$ cat config.mk
export PLATFORM = sky130hd
export DESIGN_NAME = mvt_out
export DESIGN_NICKNAME = d
export VERILOG_FILES = /design/src/hw/rtl/mvt_pkg.sv /design/src/hw/rtl/mvt_out.sv
export SDC_FILE = /design/constraint.sdc
export NUM_CORES = 1
export LEC_CHECK = 0
export BUFFER_PORTS_ARGS = -buffer_cell sky130_fd_sc_hd__buf_2
export CORE_MARGIN = 3
export CORE_UTILIZATION = 25
export DETAILED_ROUTE_END_ITERATION = 10
export GPL_TIMING_DRIVEN = 1
export MAX_ROUTING_LAYER = met4
export PLACE_DENSITY = 0.56
export SLEW_MARGIN = 0
export SYNTH_ARGS = -nofsm -noshare
export SYNTH_HDL_FRONTEND = slang
export SYNTH_SLANG_ARGS = --single-unit
$ cat constraint.sdc
create_clock -name clk -period 8.7 [get_ports clk]
set_input_delay 0.87 -clock clk [delete_from_list [all_inputs] [get_ports clk]]
set_output_delay 0.87 -clock clk [all_outputs]
set_load 0.005 [all_outputs]
$ cat src/hw/rtl/mvt_pkg.sv
// Shared types, op codes, word constants and the multiply helper for the matrix-vector transform unit.
// No dependencies; every other file in hw/rtl imports this package.

package mvt_pkg;

    localparam int WORD_W  = 32;
    localparam int PROD_W  = 2 * WORD_W;
    localparam int NFIELDS = 4;

    localparam logic [WORD_W-1:0] WORD_MAX = {1'b0, {(WORD_W-1){1'b1}}};
    localparam logic [WORD_W-1:0] WORD_MIN = {1'b1, {(WORD_W-1){1'b0}}};

    typedef enum logic [1:0] {
        OP_WRITE = 2'd0,
        OP_IDENT = 2'd1,
        OP_CLEAR = 2'd2,
        OP_XFORM = 2'd3
    } op_t;

    // The request fields, apart from the vector, sums and products, that travel down the cell chain.
    typedef struct packed {
        op_t                op;
        logic [1:0]         row;
        logic [1:0]         col;
        logic [WORD_W-1:0]  value;
    } cmd_t;

    function automatic logic signed [PROD_W-1:0] mul_q(
        input logic signed [WORD_W-1:0] a,
        input logic signed [WORD_W-1:0] b
    );
        mul_q = a * b;
    endfunction

endpackage

$ cat src/hw/rtl/mvt_out.sv
// Output stage: final add, arithmetic shift and saturation, then the result register.
// Depends on mvt_pkg.

module mvt_out
    import mvt_pkg::*;
#(
    parameter int DIM       = 4,
    parameter int FRAC_BITS = 16
)
(
    input  logic                                    clk,
    input  logic                                    rst_n,
    input  logic                                    in_valid,
    output logic                                    in_ready,
    input  cmd_t                                    in_cmd,
    input  logic [DIM-1:0][PROD_W+$clog2(DIM)-1:0]  in_acc,
    input  logic [DIM-1:0][PROD_W-1:0]              in_prod,
    output logic                                    out_valid,
    input  logic                                    out_ready,
    output logic [NFIELDS-1:0][WORD_W-1:0]          res
);

    localparam int ACC_W = PROD_W + $clog2(DIM);

    logic                             res_valid_reg, res_valid_next;
    logic [NFIELDS-1:0][WORD_W-1:0]   res_reg, res_next;
    logic                             take;
    logic                             is_xform;

    assign in_ready = !res_valid_reg || out_ready;
    assign take     = in_valid && in_ready;
    assign is_xform = in_cmd.op == OP_XFORM;

    for (genvar g = 0; g < NFIELDS; g++)
    begin : g_row
        if (g < DIM)
        begin : g_live
            always_comb
            begin
                logic signed [ACC_W-1:0] p_ext;
                logic signed [ACC_W-1:0] sum;
                logic signed [ACC_W-1:0] sh;
                logic [ACC_W-WORD_W:0]   top;
                p_ext = $signed(in_prod[g]);
                sum   = $signed(in_acc[g]) + p_ext;
                sh    = sum >>> FRAC_BITS;
                top   = sh[ACC_W-1:WORD_W-1];
                // The shifted sum fits only if its upper bits are a pure sign extension.
                if ((&top) || !(|top))
                begin
                    res_next[g] = sh[WORD_W-1:0];
                end
                else
                begin
                    res_next[g] = sh[ACC_W-1] ? WORD_MIN : WORD_MAX;
                end
            end
        end
        else
        begin : g_pad
            assign res_next[g] = '0;
        end
    end

    // Requests that are not transforms leave the chain here without a result.
    always_comb
    begin
        if (take)
        begin
            res_valid_next = is_xform;
        end
        else if (out_ready)
        begin
            res_valid_next = 1'b0;
        end
        else
        begin
            res_valid_next = res_valid_reg;
        end
    end

    always_ff @(posedge clk or negedge rst_n)
    begin
        if (!rst_n)
        begin
            res_valid_reg <= 1'b0;
        end
        else
        begin
            res_valid_reg <= res_valid_next;
        end
    end

    always_ff @(posedge clk)
    begin
        if (take && is_xform)
        begin
            res_reg <= res_next;
        end
    end

    assign out_valid = res_valid_reg;
    assign res       = res_reg;

    a_xform_gives: assert property (@(posedge clk) disable iff (!rst_n)
        take && is_xform |=> res_valid_reg)
        else $error("transform produced no result");

    a_other_none: assert property (@(posedge clk) disable iff (!rst_n)
        take && !is_xform |=> !res_valid_reg)
        else $error("result produced for a non-transform request");

    a_stall_blocks: assert property (@(posedge clk) disable iff (!rst_n)
        res_valid_reg && !out_ready |-> !in_ready)
        else $error("chain drained into a held result");

endmodule

### Yosys cells after proc, flatten, opt, wreduce, memory -nomap -nowiden

Cells that the tools add are included.

* word-level logic and storage cells: 41
* output and inout port bits: 130
* input port bits: 562
* flip-flop bits (word level): 129

* muxes and demuxes: 10
* reduce and logical (&&, ||, !) cells: 21
* equal/unequal tests: 1
* add/sub/neg operators: 4

Operators with widths (count)
* $add A66 B64 Y66: 4
* $mux W32: 8
* $reduce_and A19 Y1: 4
* $reduce_or A19 Y1: 4
* $logic_not A1 Y1: 5
* $logic_or A1 B1 Y1: 5
* $eq A2 B2 Y1 const B: 1
* $logic_and A1 B1 Y1: 2
* $mux W1: 2
* $reduce_bool A2 Y1: 1

### Longest topological paths before layout

* depth in word-level cells: 5
* gate-level depth with buffers: 15
* mapped depth without buffers: 13

### Least setup slack after synthesis

OpenSTA, ideal clock, no wires.

* kind: input -> register
* from: input port out_ready
* to: register res_reg, in the netlist res[0] (enable)
* required time: 8.068 ns
* arrival: 6.654 ns
* stages: 2
* setup time: 0.632 ns
* buffers on the path: 0
* path slack: 1.414 ns
* cells stage by stage: nand2b_1 nor2b_1

* cells in the longest elaborated chain, start to end: 3

RTL lines
* start, declared: RTL line mvt_out.sv:19 `input logic out_ready,`
* $logic_or A1 B1 Y1: RTL line mvt_out.sv:30 `assign in_ready = !res_valid_reg || out_ready;`
* $logic_and A1 B1 Y1: RTL line mvt_out.sv:31 `assign take = in_valid && in_ready;`
* $logic_and A1 B1 Y1: RTL line mvt_out.sv:96 `if (take && is_xform)`
* end signal, assigned: RTL line mvt_out.sv:98 `res_reg <= res_next;`
* end, declared: RTL line mvt_out.sv:26 `logic [NFIELDS-1:0][WORD_W-1:0] res_reg, res_next;`

Every way passes these cells.
A chain may end at the register's enable or synchronous reset.

==> impl_metrics.ini <==
[placement]
hpwl_um = 84100
io_buffers = 655
dp_cells = 4396
routabilityCongestion = 0.994

[floorplan]
ioPinCount = 692
die_w_um = 295
start_util_pct = 25.3
rows = 105
die_h_um = 295
core_sq_um = 82400
dieArea_sq_um = 86900

[logic_synthesis]
synth_top_cell_area_share_pct = 18.4
synth_cell_types = 91
avgSynthCellArea_sq_um = 7.47
synth-seq-area-share_pct = 18.6
ys_warn_count = 0
syn_nets = 3607
syn-cell-area_sq_um = 20800
yosysTopAreaCell = edfxtp_1
synth_edf_count = 128
synth_seq_cells = 129
synthFlopType = edfxtp_1
async_reset_ff_share_pct = 0.775
synthTopCellsByArea = edfxtp_1 18%, ha_1 15%, a21oi_1 8.4%
syn_inst = 2789

[power_and_ir_drop]
clkPwrFrac_pct = 25.5
peakVddDrop_v = 0.000144
switching_power_uw = 1520
p_sw_share_pct = 44.0
p_per_area_nw_per_um2 = 134
p_comb_share_pct = 52.1
p_int_uw = 1930
p_leak_uw = 0.0107
pwr-share-seq_pct = 22.4

[clocking]
cts_root_buf = clkbuf_16
clock_latency_ns = 0.49
cts_buffer_depth = 2
cts.clk_slew.worst_paths_ns = 0.06
cts_buffers = 17
clock_sinks = 129
postCtsResizedCells = 0
cts_tree = yes
htree_levels = 4
hold_buffers = 0
post_cts_buffers = 0

[critical_path]
critPathKind = input port to register
path_max_fanout = 28
cp.arrival_ns = 6.10
path_cells = buf_2 -> ha_1 -> and4_1 -> nand2_1 -> o211ai_1 -> a21oi_1 -> or3_1 -> o31ai_2 -> a31oi_1 -> o41a_1 -> o21bai_1 -> mux2_2 -> o41ai_4 -> buf_4 -> a21oi_2
cp-end-kind = register
cp.required_ns = 8.89
start_kind = input port
slowest_delay_ns = 0.60
crit_slowest_cell = o211ai_1

[grt]
grt_max_degree = 129
grt_pass1_vias = 23714
antenna_found_initial = 19
track_usage_pct = 22.4
grt_pass1_wl_um = 145000
grt_overflow = 0

[sta]
finalSetupViolCount = 0
finalHoldViolCount = 0
clock.fmax_mhz = 169
timing.final.crit_share_pct = 67.9
clock-skew-final_ns = 0.0328
tns_ns = 0
fin_crit_ns = 5.91
max_slew_margin_pct = 27.4
rsz0062_at_grt = false
tightest_slew_ns = 1.08
final_max_slew_viol_count = 0

[layout]
utilization_pct = 31.3
nets = 4163
fillers = 9021
largest_reg_flops = 128
stdcell_count = 4448
area_growth_pct = 23.8
multi_input_comb_area_sq_um = 16200
drive_above_1_share_pct = 23.0
regArea_sq_um = 3870

[route]
drt_iter0_drc = 1857
drt_pass1_iterations = 6
wl_per_cell_um = 22.3
drc = 0
vias_per_cell = 5.57
antenna_left = 0
num_vias = 24766
wl_um = 99300

[flow_run]
cap_violations = 0

[outcome]
status = finished, final reports clean

[hold_path]
hold_class = input port to async pin
==> routing by layer <==
metal / GRT usage (%) / vias up / wire length (um)
met3: 5.26 / 144 / 8940
li1: - / 11783 / -
met5: - / - / 0
met2: 35.9 / 1145 / 46000
met1: 27.6 / 11694 / 41300
met4: 7.77 / 0 / 3070
==> final cells by class <==
type | instances | share of cell area (%)
inverters | 71 | 1.03
flip-flops and latches | 129 | 15.0
clock buffers | 18 | 1.66
well taps | 1070 | 5.19
repair buffers | 669 | 13.2
clock inverters | 14 | 0.868
multi-input cells | 2457 | 62.9
diodes | 20 | 0.194
==> kinds of logic (layout without fill, tap and decap cells) <==
family | after synthesis | after routing | share of synthesized area, %
AO/OA/AOI/OAI | 1079 | 1079 | 32.2
AND/OR/NAND/NOR | 925 | 925 | 21.7
flip-flops | 129 | 129 | 18.6
multiplexers | 6 | 6 | 0.294
buffers and inverters | 203 | 772 | 3.82
adder cells (fa/ha/maj) | 256 | 256 | 15.4
XOR/XNOR | 191 | 191 | 8.03
other | 0 | 20 | 0
==> through the flow <==
| stage | instance area, sq um | hold slack (ns) | setup slack (ns) | total power [uW] |
|---|---|---|---|---|
| floorplan | 20800 | 0.525 | 1.41 | 1930 |
| global placement | 25100 | 0.504 | 2.42 | 2550 |
| global route | 25800 | 0.134 | 2.69 | 3660 |
| detailed placement | 25100 | 0.520 | 2.39 | 2550 |
| finish | 25800 | 0.179 | 2.79 | 3450 |
| CTS | 25800 | 0.127 | 2.89 | 3450 |
==> worst paths after layout <==
check | startpoint | end | slack, ns | cells after the start
worst max register to register | out_valid | res[4] | 6.86 | 3
max in group asynchronous | rst_n | out_valid | 8.44 | 1
worst max-delay path | in_acc[141] | res[77] | 2.79 | 15
worst min-delay path | rst_n | out_valid | 0.18 | 1
min in group clk | out_valid | out_valid | 0.54 | 2
worst min register to register | out_valid | out_valid | 0.54 | 2
==> power by group through the flow <==
| stage | Combinational [uW] | Sequential (uW) | Clock (uW) |
|---|---|---|---|
| finish | 1800 | 774 | 879 |
| global route | 1960 | 776 | 929 |
| CTS | 1770 | 774 | 907 |
| detailed placement | 1760 | 787 | 0 |
| global placement | 1760 | 787 | 0 |
| floorplan | 1130 | 791 | 0 |
==> cell usage after synthesis (34+ instances only) <==
cell type,instances
nand4_1,132
a211oi_1,34
clkbuf_1,124
nor3_1,62
o21a_1,46
inv_1,71
nor2_1,185
nand3_1,40
o21bai_1,53
ha_1,256
xor2_1,72
xnor2_1,119
a21oi_1,348
o21ai_0,266
nand2_1,327
a21o_1,60
edfxtp_1,128
==> worst max-delay path: cells and delay by family <==
family                     cells  cell delay, ns
adders and majority gates      1            0.51
AOI/OAI and AO/OA              8            2.82
and+or+nand+nor                3            0.85
muxes                          1            0.38
buffers and inverters          2            0.62
==> layout by cell type (no fill, tap or decap), types with 21 or more instances in the layout <==
master | synthesis | routed
a211oi_1 | 34 | 34
a21o_1 | 60 | 60
a21oi_1 | 348 | 348
a21oi_2 | 30 | 30
a31oi_1 | 25 | 24
buf_2 | 1 | 655
edfxtp_1 | 128 | 128
ha_1 | 256 | 256
inv_1 | 71 | 71
nand2_1 | 327 | 327
nand3_1 | 40 | 40
nand4_1 | 132 | 132
nor2_1 | 185 | 185
nor3_1 | 62 | 62
nor4_1 | 30 | 29
o211ai_1 | 21 | 21
o21a_1 | 46 | 46
o21ai_0 | 266 | 266
o21ai_1 | 30 | 29
o21bai_1 | 53 | 53
o31ai_1 | 26 | 26
xnor2_1 | 119 | 118
xor2_1 | 72 | 72
Note: power is estimated with default switching activity, not from simulation.
